`src/hdl/xpse_pkg.sv`:
```
// ----------------------------------------------------------------------------
// Span extractor package
// Configuration, span record and queue types shared by the block.
// ----------------------------------------------------------------------------
package xpse_pkg;

	localparam int BYTE_BITS = 8;
	localparam int MAX_BPR   = 512;
	localparam int MAX_ROWS  = 4096;
	localparam int SPANS_MAX = 4;
	localparam int Q_DEPTH   = 4;
	localparam int Q_PTR_W   = $clog2(Q_DEPTH);

	localparam logic [2:0] CFG_PIXEL_WIDTH   = 3'd0;
	localparam logic [2:0] CFG_BYTES_PER_ROW = 3'd1;
	localparam logic [2:0] CFG_ROW_COUNT     = 3'd2;
	localparam logic [2:0] CFG_X_ORIGIN      = 3'd3;
	localparam logic [2:0] CFG_Y_ORIGIN      = 3'd4;

	typedef struct packed {
		logic [12:0] pixel_width;
		logic [9:0]  bytes_per_row;
		logic [12:0] row_count;
		logic [15:0] x_origin;
		logic [15:0] y_origin;
	} cfg_t;

	typedef struct packed {
		logic [15:0] first_x;
		logic [15:0] last_x;
	} span_t;

	typedef struct packed {
		logic [15:0]              row;
		logic [2:0]               count;
		span_t [SPANS_MAX-1:0]    spans;
	} rec_t;

	typedef struct packed {
		logic full;
		logic empty;
	} q_stat_t;

endpackage

```
`src/hdl/xpse_ifs.sv`:
```
// ----------------------------------------------------------------------------
// Span extractor channels
// Byte input channel and span output channel with valid/ready.
// ----------------------------------------------------------------------------
interface xpse_in_if;
	logic       valid;
	logic       ready;
	logic [7:0] plane_byte;
	logic       image_start;

	modport source (output valid, output plane_byte, output image_start, input ready);
	modport sink (input valid, input plane_byte, input image_start, output ready);
endinterface

interface xpse_out_if;
	logic              valid;
	logic              ready;
	logic signed [15:0] span_row;
	logic signed [15:0] span_first_x;
	logic signed [15:0] span_last_x;
	logic              last_of_byte;

	modport source (output valid, output span_row, output span_first_x,
		output span_last_x, output last_of_byte, input ready);
	modport sink (input valid, input span_row, input span_first_x,
		input span_last_x, input last_of_byte, output ready);
endinterface

```
`src/hdl/xpse_front.sv`:
```
// ----------------------------------------------------------------------------
// Span extractor front end
// Accepts plane bytes, pairs edge bits and pushes one span record per byte that closes a span.
// ----------------------------------------------------------------------------
module xpse_front import xpse_pkg::*; (
	input  logic      clk,
	input  logic      arst_n,
	xpse_in_if.sink   in_ch,
	input  cfg_t      cfg,
	input  q_stat_t   q_stat,
	output logic      push,
	output rec_t      push_rec
);

	logic [8:0]  col_q, col, nxt_col;
	logic [11:0] row_q, row, nxt_row;
	logic        ins_q, ins, nxt_ins;
	logic [15:0] beg_q, beg;
	logic        done_q, done, nxt_done;
	logic [9:0]  bpr;
	logic [12:0] wlim, width, rows, p;
	logic [11:0] pbase;
	logic [15:0] xbase;
	logic [2:0]  n;
	rec_t        rec;
	logic        accept;

	assign in_ch.ready = !q_stat.full;
	assign accept      = in_ch.valid && in_ch.ready;

	always_comb begin
		col  = in_ch.image_start ? '0 : col_q;
		row  = in_ch.image_start ? '0 : row_q;
		ins  = in_ch.image_start ? 1'b0 : ins_q;
		done = in_ch.image_start ? 1'b0 : done_q;

		bpr = cfg.bytes_per_row;
		if (bpr == '0) begin
			bpr = 10'd1;
		end else if (bpr > 10'(MAX_BPR)) begin
			bpr = 10'(MAX_BPR);
		end
		wlim  = {bpr, 3'b000};
		width = (cfg.pixel_width > wlim) ? wlim : cfg.pixel_width;
		rows  = (cfg.row_count > 13'(MAX_ROWS)) ? 13'(MAX_ROWS) : cfg.row_count;

		pbase = {col, 3'b000};
		xbase = cfg.x_origin + {4'b0000, pbase};
		beg   = beg_q;
		n     = '0;
		p     = '0;
		rec   = '0;
		for (int i = 0; i < BYTE_BITS; i++) begin
			p = {1'b0, pbase} + 13'(i);
			if (p < width && in_ch.plane_byte[BYTE_BITS-1-i]) begin
				if (!ins) begin
					if (p + 13'd1 < width) begin
						ins = 1'b1;
						beg = xbase + 16'(i + 1);
					end
				end else begin
					rec.spans[n[1:0]].first_x = beg;
					rec.spans[n[1:0]].last_x  = xbase + 16'(i);
					n   = n + 3'd1;
					ins = 1'b0;
				end
			end
		end
		rec.count = n;
		rec.row   = cfg.y_origin + {4'b0000, row};

		nxt_done = done;
		nxt_row  = row;
		if ({1'b0, col} + 10'd1 >= bpr) begin
			nxt_col = '0;
			nxt_ins = 1'b0;
			if ({1'b0, row} + 13'd1 >= rows) begin
				nxt_done = 1'b1;
			end else begin
				nxt_row = row + 12'd1;
			end
		end else begin
			nxt_col = col + 9'd1;
			nxt_ins = ins;
		end
	end

	assign push     = accept && !done && (n != '0);
	assign push_rec = rec;

	always_ff @(posedge clk or negedge arst_n) begin
		if (!arst_n) begin
			col_q  <= '0;
			row_q  <= '0;
			ins_q  <= 1'b0;
			beg_q  <= '0;
			done_q <= 1'b1;
		end else if (accept && !done) begin
			col_q  <= nxt_col;
			row_q  <= nxt_row;
			ins_q  <= nxt_ins;
			beg_q  <= beg;
			done_q <= nxt_done;
		end else if (accept) begin
			done_q <= done;
		end
	end

endmodule

```
`src/hdl/xpse_queue.sv`:
```
// ----------------------------------------------------------------------------
// Span record queue
// Short FIFO of span records between front end and back end.
// ----------------------------------------------------------------------------
module xpse_queue import xpse_pkg::*; (
	input  logic    clk,
	input  logic    arst_n,
	input  logic    push,
	input  rec_t    push_rec,
	input  logic    pop,
	output rec_t    head,
	output q_stat_t q_stat
);

	rec_t               mem [Q_DEPTH];
	logic [Q_PTR_W-1:0] wr_q, rd_q;
	logic [Q_PTR_W:0]   cnt_q;

	assign head         = mem[rd_q];
	assign q_stat.full  = (cnt_q == (Q_PTR_W+1)'(Q_DEPTH));
	assign q_stat.empty = (cnt_q == '0);

	always_ff @(posedge clk) begin
		if (push) begin
			mem[wr_q] <= push_rec;
		end
	end

	always_ff @(posedge clk or negedge arst_n) begin
		if (!arst_n) begin
			wr_q  <= '0;
			rd_q  <= '0;
			cnt_q <= '0;
		end else begin
			if (push) begin
				wr_q <= wr_q + 1'b1;
			end
			if (pop) begin
				rd_q <= rd_q + 1'b1;
			end
			case ({push, pop})
				2'b10:   cnt_q <= cnt_q + 1'b1;
				2'b01:   cnt_q <= cnt_q - 1'b1;
				default: cnt_q <= cnt_q;
			endcase
		end
	end

endmodule

```
`src/hdl/xpse_back.sv`:
```
// ----------------------------------------------------------------------------
// Span extractor back end
// Walks the head record and sends one span per beat through an output register.
// ----------------------------------------------------------------------------
module xpse_back import xpse_pkg::*; (
	input  logic       clk,
	input  logic       arst_n,
	input  rec_t       head,
	input  q_stat_t    q_stat,
	output logic       pop,
	xpse_out_if.source out_ch
);

	logic [1:0]  idx_q;
	logic        vld_q;
	logic [15:0] row_q, first_q, last_q;
	logic        lob_q;
	logic        load, last;

	assign load = !q_stat.empty && (!vld_q || out_ch.ready);
	assign last = ({1'b0, idx_q} + 3'd1 == head.count);
	assign pop  = load && last;

	assign out_ch.valid        = vld_q;
	assign out_ch.span_row     = row_q;
	assign out_ch.span_first_x = first_q;
	assign out_ch.span_last_x  = last_q;
	assign out_ch.last_of_byte = lob_q;

	always_ff @(posedge clk) begin
		if (load) begin
			row_q   <= head.row;
			first_q <= head.spans[idx_q].first_x;
			last_q  <= head.spans[idx_q].last_x;
			lob_q   <= last;
		end
	end

	always_ff @(posedge clk or negedge arst_n) begin
		if (!arst_n) begin
			idx_q <= '0;
			vld_q <= 1'b0;
		end else begin
			if (load) begin
				idx_q <= last ? '0 : idx_q + 2'd1;
				vld_q <= 1'b1;
			end else if (out_ch.ready) begin
				vld_q <= 1'b0;
			end
		end
	end

endmodule

```
`src/hdl/xor_plane_span_extractor_unit.sv`:
```
// Throughput: one byte per cycle while the record queue is not full; a byte that closes
// k spans sends them as k output beats, and a four-record queue absorbs bursts while
// the output register drains.
// Reset: asynchronous, active low; the unit waits for image_start, config returns
// to width 8, one byte per row, one row, origin zero.
// ----------------------------------------------------------------------------
// Edge bit-plane span extractor, top level
// Configuration registers, front end, record queue and back end.
// ----------------------------------------------------------------------------
module xor_plane_span_extractor_unit import xpse_pkg::*; (
	input  logic        clk,
	input  logic        arst_n,
	input  logic        cfg_we,
	input  logic [2:0]  cfg_index,
	input  logic [15:0] cfg_data,
	xpse_in_if.sink     in_ch,
	xpse_out_if.source  out_ch
);

	cfg_t    cfg_q;
	q_stat_t q_stat;
	logic    push, pop;
	rec_t    push_rec, head;

	always_ff @(posedge clk or negedge arst_n) begin
		if (!arst_n) begin
			cfg_q.pixel_width   <= 13'd8;
			cfg_q.bytes_per_row <= 10'd1;
			cfg_q.row_count     <= 13'd1;
			cfg_q.x_origin      <= '0;
			cfg_q.y_origin      <= '0;
		end else if (cfg_we) begin
			unique case (cfg_index)
				CFG_PIXEL_WIDTH:   cfg_q.pixel_width   <= cfg_data[12:0];
				CFG_BYTES_PER_ROW: cfg_q.bytes_per_row <= cfg_data[9:0];
				CFG_ROW_COUNT:     cfg_q.row_count     <= cfg_data[12:0];
				CFG_X_ORIGIN:      cfg_q.x_origin      <= cfg_data;
				CFG_Y_ORIGIN:      cfg_q.y_origin      <= cfg_data;
				default:           cfg_q               <= cfg_q;
			endcase
		end
	end

	xpse_front u_front (
		.clk      (clk),
		.arst_n   (arst_n),
		.in_ch    (in_ch),
		.cfg      (cfg_q),
		.q_stat   (q_stat),
		.push     (push),
		.push_rec (push_rec)
	);

	xpse_queue u_queue (
		.clk      (clk),
		.arst_n   (arst_n),
		.push     (push),
		.push_rec (push_rec),
		.pop      (pop),
		.head     (head),
		.q_stat   (q_stat)
	);

	xpse_back u_back (
		.clk    (clk),
		.arst_n (arst_n),
		.head   (head),
		.q_stat (q_stat),
		.pop    (pop),
		.out_ch (out_ch)
	);

endmodule

```
`src/flat_wrapper.sv`:
```
// flat-port wrapper written by rule: the top's interface ports become plain ports
module xor_plane_span_extractor_unit_flat import xpse_pkg::*;
  (clk, arst_n, cfg_we, cfg_index, cfg_data, in_ch_valid, in_ch_plane_byte, in_ch_image_start, in_ch_ready, out_ch_valid, out_ch_span_row, out_ch_span_first_x, out_ch_span_last_x, out_ch_last_of_byte, out_ch_ready);
  xpse_in_if in_ch_i ();
  xpse_out_if out_ch_i ();
  input  logic clk;
  input  logic arst_n;
  input  logic cfg_we;
  input  logic [2:0] cfg_index;
  input  logic [15:0] cfg_data;
  input wire logic [$bits(in_ch_i.valid)-1:0] in_ch_valid;
  input wire logic [$bits(in_ch_i.plane_byte)-1:0] in_ch_plane_byte;
  input wire logic [$bits(in_ch_i.image_start)-1:0] in_ch_image_start;
  output wire logic [$bits(in_ch_i.ready)-1:0] in_ch_ready;
  output wire logic [$bits(out_ch_i.valid)-1:0] out_ch_valid;
  output wire logic [$bits(out_ch_i.span_row)-1:0] out_ch_span_row;
  output wire logic [$bits(out_ch_i.span_first_x)-1:0] out_ch_span_first_x;
  output wire logic [$bits(out_ch_i.span_last_x)-1:0] out_ch_span_last_x;
  output wire logic [$bits(out_ch_i.last_of_byte)-1:0] out_ch_last_of_byte;
  input wire logic [$bits(out_ch_i.ready)-1:0] out_ch_ready;
  assign in_ch_i.valid = in_ch_valid;
  assign in_ch_i.plane_byte = in_ch_plane_byte;
  assign in_ch_i.image_start = in_ch_image_start;
  assign in_ch_ready = in_ch_i.ready;
  assign out_ch_valid = out_ch_i.valid;
  assign out_ch_span_row = out_ch_i.span_row;
  assign out_ch_span_first_x = out_ch_i.span_first_x;
  assign out_ch_span_last_x = out_ch_i.span_last_x;
  assign out_ch_last_of_byte = out_ch_i.last_of_byte;
  assign out_ch_i.ready = out_ch_ready;
  xor_plane_span_extractor_unit u_core (.clk(clk), .arst_n(arst_n), .cfg_we(cfg_we), .cfg_index(cfg_index), .cfg_data(cfg_data), .in_ch(in_ch_i), .out_ch(out_ch_i));
endmodule
```
`config.mk`:
```
export PLATFORM = sky130hd
export DESIGN_NAME = xor_plane_span_extractor_unit_flat
export DESIGN_NICKNAME = d
export VERILOG_FILES = /design/src/hdl/xpse_pkg.sv /design/src/hdl/xpse_ifs.sv /design/src/hdl/xpse_front.sv /design/src/hdl/xpse_queue.sv /design/src/hdl/xpse_back.sv /design/src/hdl/xor_plane_span_extractor_unit.sv /design/src/flat_wrapper.sv
export SDC_FILE = /design/constraint.sdc
export NUM_CORES = 1
export LEC_CHECK = 0
export BUFFER_PORTS_ARGS = -buffer_cell sky130_fd_sc_hd__buf_2
export CAP_MARGIN = 20
export CELL_PAD_IN_SITES_DETAIL_PLACEMENT = 1
export CELL_PAD_IN_SITES_GLOBAL_PLACEMENT = 1
export CORE_MARGIN = 10
export CORE_UTILIZATION = 44
export CTS_CLUSTER_SIZE = 30
export DETAILED_ROUTE_END_ITERATION = 8
export PLACE_DENSITY_LB_ADDON = 0.1
export RECOVER_POWER = 25
export SLEW_MARGIN = 20
export SYNTH_ARGS = -nofsm -noshare
export SYNTH_HDL_FRONTEND = slang
export SYNTH_HIERARCHICAL = 1
export SYNTH_SLANG_ARGS = --single-unit
```
`constraint.sdc`:
```
create_clock -name clk -period 18.94 [get_ports clk]
set_clock_uncertainty 0.15 [all_clocks]
set_input_delay 3.788 -clock clk [delete_from_list [all_inputs] [get_ports clk]]
set_output_delay 3.788 -clock clk [all_outputs]
set_load 0.02 [all_outputs]
```
# Word-level counts from Yosys, hierarchy flattened
# Memories as Yosys holds them, arrays and structs flattened.
# Index checks and enable logic that the tools add are counted.
[word_totals] register_bits=166 mem_bits_rw=588 input_bits=33 output_inout_bits=51 wordCells=287 mem_count=1
[memory_table] memory="u_core.u_queue.mem" depth=4 width=147 rd=1 rd_ports_with_merged_regs=0 write_ports=1 line_no="xpse_queue.sv:15" rtl="rec_t mem [Q_DEPTH];"
[op_classes] add_sub_neg=41 order_cmp=35 eq_ne=8 n_mux=146 reduce_logical=37
[op_table] op="$bwmux W128" count=14
[op_table] op="$mux W128" count=14
[op_table] op="$demux W32 S2" count=14
[op_table] op="$mux W16" count=31
[op_table] op="$mux W32" count=10
[op_table] op="$lt A13 B13 Y1" count=14
[op_table] op="$add A13 B1 Y13 const B" count=7
[op_table] op="$add A16 B3 Y16 const B" count=4
[op_table] op="$bmux W32 S2" count=1
[op_table] op="$add A12 B3 Y13 const B" count=4
[op_table] op="$mux W3" count=14
[op_table] op="$mux W1" count=37
[op_table] op="$mux W12" count=3
[op_table] op="$add A16 B12 Y16" count=2
[op_table] op="$add A16 B2 Y16 const B" count=2
[op_table] op="$add A12 B1 Y13 const B" count=2
[op_table] op="$add A12 B2 Y13 const B" count=2
[op_table] op="$mux W13" count=2
[op_table] op="$add A3 B1 Y3 const B" count=8
[op_table] op="$lt A2 B3 Y1 const B" count=8
[op_table] op="$logic_and A1 B1 Y1" count=20
[op_table] op="$mux W10" count=2
[op_table] op="$mux W9" count=2
[op_table] op="$add A16 B1 Y16 const B" count=1
[op_table] op="other kinds (29)" count=49

# Longest topological paths before layout
[logic_depth] word_depth=40 depth_mapped=45 depth_no_buf=42

# Cells and area by module
# The synthesis kept the hierarchy.
[by_module_without_submodules] mod="xpse_queue" instances=1 cells_each=805 area_per_inst_um2=21613.2 seq_area_each_um2=17832.1
[by_module_without_submodules] mod="xpse_front" instances=1 cells_each=2446 area_per_inst_um2=16050.4 seq_area_each_um2=977.2
[by_module_without_submodules] mod="xor_plane_span_extractor_unit" instances=1 cells_each=147 area_per_inst_um2=2586.2 seq_area_each_um2=1705.4
[by_module_without_submodules] mod="xpse_back" instances=1 cells_each=106 area_per_inst_um2=2499.9 seq_area_each_um2=1546.5

# Least setup slack after synthesis
# OpenSTA, ideal clock, no wires.
[synth_timing] kind="input port to flip-flop" startpoint="in in_ch_image_start" endpoint="mem u_core/u_queue/mem[0][0] (netlist bit) (enable)" setup_time_ns=0.524 arrival_time_ns=13.428 required_ns=18.266 slack_ns=4.839 stages=29 n_path_buf=4 path_cell_list="clkbuf_1 clkbuf_1 clkbuf_1 nor2b_1 ha_1 o21ai_0 a211o_1 o31ai_1 mux2_4 buf_6 a21oi_1 o21ai_1 inv_1 ha_1 and3_1 ha_1 a31o_2 ha_1 nor3b_1 nor2_1 ha_1 o211ai_1 o31ai_2 ha_1 o21ai_0 ha_1 nand3_1 o211a_1 and2_1"
[synth_via] elab_chain_cells=30 elab_cells_between_ends=88 classes_between="add/sub (20); order compare (14); mux (42); reduce/logical (12)"
[synth_lines] element="start: declaration" line_no="flat_wrapper.sv:13" rtl="input wire logic [$bits(in_ch_i.image_start)-1:0] in_ch_image_start;"
[synth_lines] element="branches (longest 27 deep; another with $add A12 B1 Y13)"
[synth_lines] element="$logic_and A1 B1 Y1 *" line_no="xpse_front.sv:88" rtl="assign push = accept && !done && (n != '0);"
[synth_lines] element="net u_core.push" line_no="xor_plane_span_extractor_unit.sv:22" rtl="logic push, pop;"
[synth_lines] element="$mux W1 *" line_no="xpse_queue.sv:24" rtl="if (push) begin"
[synth_lines] element="$mux W1 (implied by the code) *" line_no="xpse_queue.sv:25" rtl="mem[wr_q] <= push_rec;"
[synth_lines] element="end: declaration" line_no="xpse_queue.sv:15"
# Mark *: on every way through the listed nets, which the timed path passes.

# Worst setup path in the final report
[layout_timing] startpoint="in in_ch_image_start" endpoint="mem u_core/u_queue/mem[0][78] (netlist bit) (enable)"
# Same word-level chain as after synthesis.

==> impl_results.md <==
- Status: finished with violations
- Violated checks: max-capacitance violations, max-slew violations
- Pre-antenna DRT Iters: 6
- Crit path required time: 19.05 ns
- Largest net degree at the start of global routing: 70
- Min cycle time layout: 14.10 ns
- Sequential Power Share: 0.316
- Largest fanout on the critical path: 57
- Worst VDD drop: 0.0001135 V
- CTS Buffer Depth: 3
- CTS H-Tree Depth: 3
- First-pass GRT wire length: 245.8 mm
- Post-DP HPWL: 126.4 mm
- Core footprint: 96570 sq um
- Std cell rows: 114
- WS Path Type: in2reg
- Gate power share: 0.537
- First DRT Iteration DRCs: 4356
- Power Internal: 5313 uW
- Antenna violations before repair: 7
- Hold-fix buffers, CTS: 0
- Final setup vio count: 0
- Global route overflow: 0
- Fin nets: 3698
- CTS tree: done
- Primary FF master, synth: edfxtp_1
- CTS root buf: clkbuf_16
- Post-detailed-route wirelength per cell: 35.15 um
- RePlAce Congestion: 1.047
- Fin. max-slew vios: 382
- Setup Buffers After CTS: 0
- Crit start category: input pin
- Fin cells: 4889
- Drt drc: 0
- Die Y: 331.7 um
- #FFs+latches synth: 754
- Worst-Margin Slew: 3.772 ns
- ANT nets after route: 0
- # resized after CTS: 0
- LEAKAGE: 0.01639 uW
- Pwr Total: 9895 uW
- Ys Warns: 6
- Mean area per synthesized cell: 12.20 sq um
- Sequential-to-total area share from yosys stat: 0.5161
- Worst slew margin: -1.515
- Net switching power: 4582 uW
- Layout cells sized above 1: 0.1696
- F_max: 70.93 MHz
- Period utilisation layout: 0.7444
- Reg clk slew, reported paths: 0.06 ns
- Clk Latency, worst-skew pair: 0.67 ns
- Post-synth EDFFs: 637
- Placed insts: 4739
- CTS Buf Count: 80
- Chip Width: 331.7 um
- RSZ-0062 raised after global routing: no
- Filler cells: 9956
- Via count: 32697
- Initial core utilization: 0.4427
- Port-buffer cells: 83
- Worst Hold Slack: 0.3407 ns
- DR vias/cell: 6.688
- Die area: 110000 sq um
- Final hold vios: 0
- Post-synthesis cell count: 3504
- Synth async-reset ratio: 0.1552
- Fin util: 0.4850
- Synth cell types: 114
- Critical Path AT: 14.21 ns
- Synth-to-Final Area Change: 9.565%
- Final wirelength: 171.9 mm
- Max-cap violation count: 10
- Clk sinks: 754
- Hold Crit Class: reg2reg
- Clock power share: 0.147
- Mapped cell area: 42750 sq um
- Post-route setup TNS: 0 ns
- IO Pins: 84
- Vias in the first global route: 32588
- Crit end category: flip-flop
- Sw frac: 0.4631
- Cell Pwr Density: 211.2 nW/um^2
- GRT Util Overall: 0.3033
-- worst max-delay path, stage by stage --
cell and delay, ns:
clkbuf_1 1.23, nor2b_1 0.33, ha_1 0.48, nand4_1 0.28, a211o_1 0.36, o31ai_1 0.32
mux2_4 0.31, a21oi_1 0.09, o21ai_1 0.47, inv_1 0.23, ha_1 0.34, and3_1 0.19
ha_1 0.30, a31o_2 0.24, ha_1 0.30, nor3b_1 0.36, nor2_1 0.16, ha_1 0.31
o211ai_1 0.10, o31ai_2 0.23, ha_1 0.37, o21ai_0 0.34, ha_1 0.31, nand3_1 0.09
o211a_1 0.33, and2_4 0.82, buf_4 0.70, buf_4 0.67
-- registers in the layout (all words and copies together) (netlist names), 3 cells and up --
register,count
u_core/u_back/out_ch.span_row,16
u_core/u_queue/mem,588
u_core/u_front/col_q,9
u_core/u_back/out_ch.span_last_x,16
u_core/u_front/beg_q,16
u_core/u_back/out_ch.span_first_x,16
u_core/u_front/row_q,12
u_core/u_queue/cnt_q,3
u_core/cfg_q,68
-- layout make-up --
| cell class | count | area (sq um) | share of cell area |
|---|---|---|---|
| sequential | 754 | 22070 | 0.4711 |
| multi-input combinational | 2442 | 19250 | 0.4110 |
| clock buffer | 102 | 2116 | 0.04517 |
| tap | 1276 | 1597 | 0.03409 |
| timing repair buffer | 214 | 1305 | 0.02786 |
| clock inverter | 40 | 282.8 | 0.006037 |
| inverter | 56 | 210.2 | 0.004488 |
| antenna | 5 | 12.51 | 0.0002671 |
-- stage by stage --
step	area [sq um]	worst slack, ns
floorplan	42760	4.839
global placement	44550	5.491
detailed placement	44570	5.133
CTS	46970	5.761
global route	46830	4.109
finish	46840	4.842
-- Yosys cell counts (37+ instances only) --
cell | n | area [sq um]
a211oi_1 | 40 | 300.3
a21o_1 | 37 | 277.8
buf_2 | 49 | 245.2
mux2_2 | 100 | 1126
edfxtp_1 | 637 | 19130
nand2_1 | 274 | 1028
o21ai_0 | 198 | 991.0
nor3_1 | 58 | 290.3
o22ai_1 | 73 | 456.7
a21oi_1 | 180 | 900.9
nand3_1 | 104 | 520.5
ha_1 | 114 | 1426
mux4_2 | 175 | 3941
mux2i_1 | 37 | 370.4
inv_1 | 53 | 198.9
and3_1 | 46 | 287.8
xor2_1 | 47 | 411.6
o221ai_1 | 42 | 367.9
nor2_1 | 234 | 878.3
o211ai_1 | 109 | 818.3
clkbuf_1 | 151 | 566.8
xnor2_1 | 124 | 1086
dfrtp_1 | 113 | 2828
nor2b_1 | 41 | 256.5
-- layout by cell type (no fill, tap or decap), types with 10 or more instances in the layout --
cell type,n
clkinv_2,17
a211o_1,11
a31oi_1,30
mux2_2,97
clkbuf_1,81
nor3_1,58
o211ai_1,109
nand2b_1,21
nor2_1,232
inv_1,53
clkbuf_16,81
xor2_1,46
o31ai_1,12
o221ai_1,42
buf_2,29
ha_1,114
o21a_1,16
a211oi_1,40
and3_1,46
a21oi_1,179
nand2_1,273
nand4_1,17
nor2b_1,41
clkinv_1,16
a21o_1,37
o21ai_0,193
a22oi_1,24
nand3_1,103
edfxtp_1,637
a221oi_1,19
mux2i_1,37
buf_4,121
mux4_2,175
o21ai_1,31
o22ai_1,73
dfrtp_1,110
a221o_1,10
xnor2_1,123
and2_1,23
-- power by group through the flow --
| stage | Combinational [uW] | Clock (uW) | Sequential (uW) |
|---|---|---|---|
| 3_3_place_gp | 5020 | 0 | 3100 |
| 2_1_floorplan | 3040 | 0 | 3150 |
| 4_1_cts | 5170 | 1490 | 3130 |
| 6_report | 5320 | 1450 | 3130 |
| 5_1_grt | 5560 | 1560 | 3180 |
| 3_5_place_dp | 5150 | 0 | 3160 |
-- routing by layer --
layer	up-vias	wire, um	track usage	share of wire
met5	-	28	0	0.00016
met1	17003	76340	0.4398	0.44
met4	4	7950	0.1307	0.046
met3	322	13910	0.05771	0.081
met2	1620	73640	0.4389	0.43
li1	13748	-	-	-
-- cell families (layout without fill, tap and decap cells) --
kind of cell,Yosys count,in the layout,share of synthesized area
multiplexers,320,320,0.1312
buffers and inverters,310,412,0.03498
flip-flops,754,754,0.5161
XOR/XNOR,174,174,0.03644
AND/OR/NAND/NOR,871,871,0.09594
other,2,9,0.0001757
adder cells (fa/ha/maj),117,117,0.03477
AO/OA/AOI/OAI,956,956,0.1505
-- final timing paths --
| path | startpoint | endpoint | slack [ns] | cells past startpoint |
|---|---|---|---|---|
| worst max-delay path | in_ch_image_start | u_core/u_queue/mem[0][78] | 4.84 | 28 |
| worst min-delay path | u_core/u_front/beg_q[4] | u_core/u_front/beg_q[4] | 0.34 | 2 |
| worst max register to register | u_core/cfg_q[54] | u_core/u_queue/mem[0][78] | 6.50 | 36 |
| worst min register to register | u_core/u_front/beg_q[4] | u_core/u_front/beg_q[4] | 0.34 | 2 |
| max in group asynchronous | arst_n | u_core/u_queue/rd_q[1] | 9.16 | 2 |
| min in group asynchronous | arst_n | u_core/cfg_q[19] | 4.25 | 1 |
No activity file was read; power rests on OpenSTA's default activity.
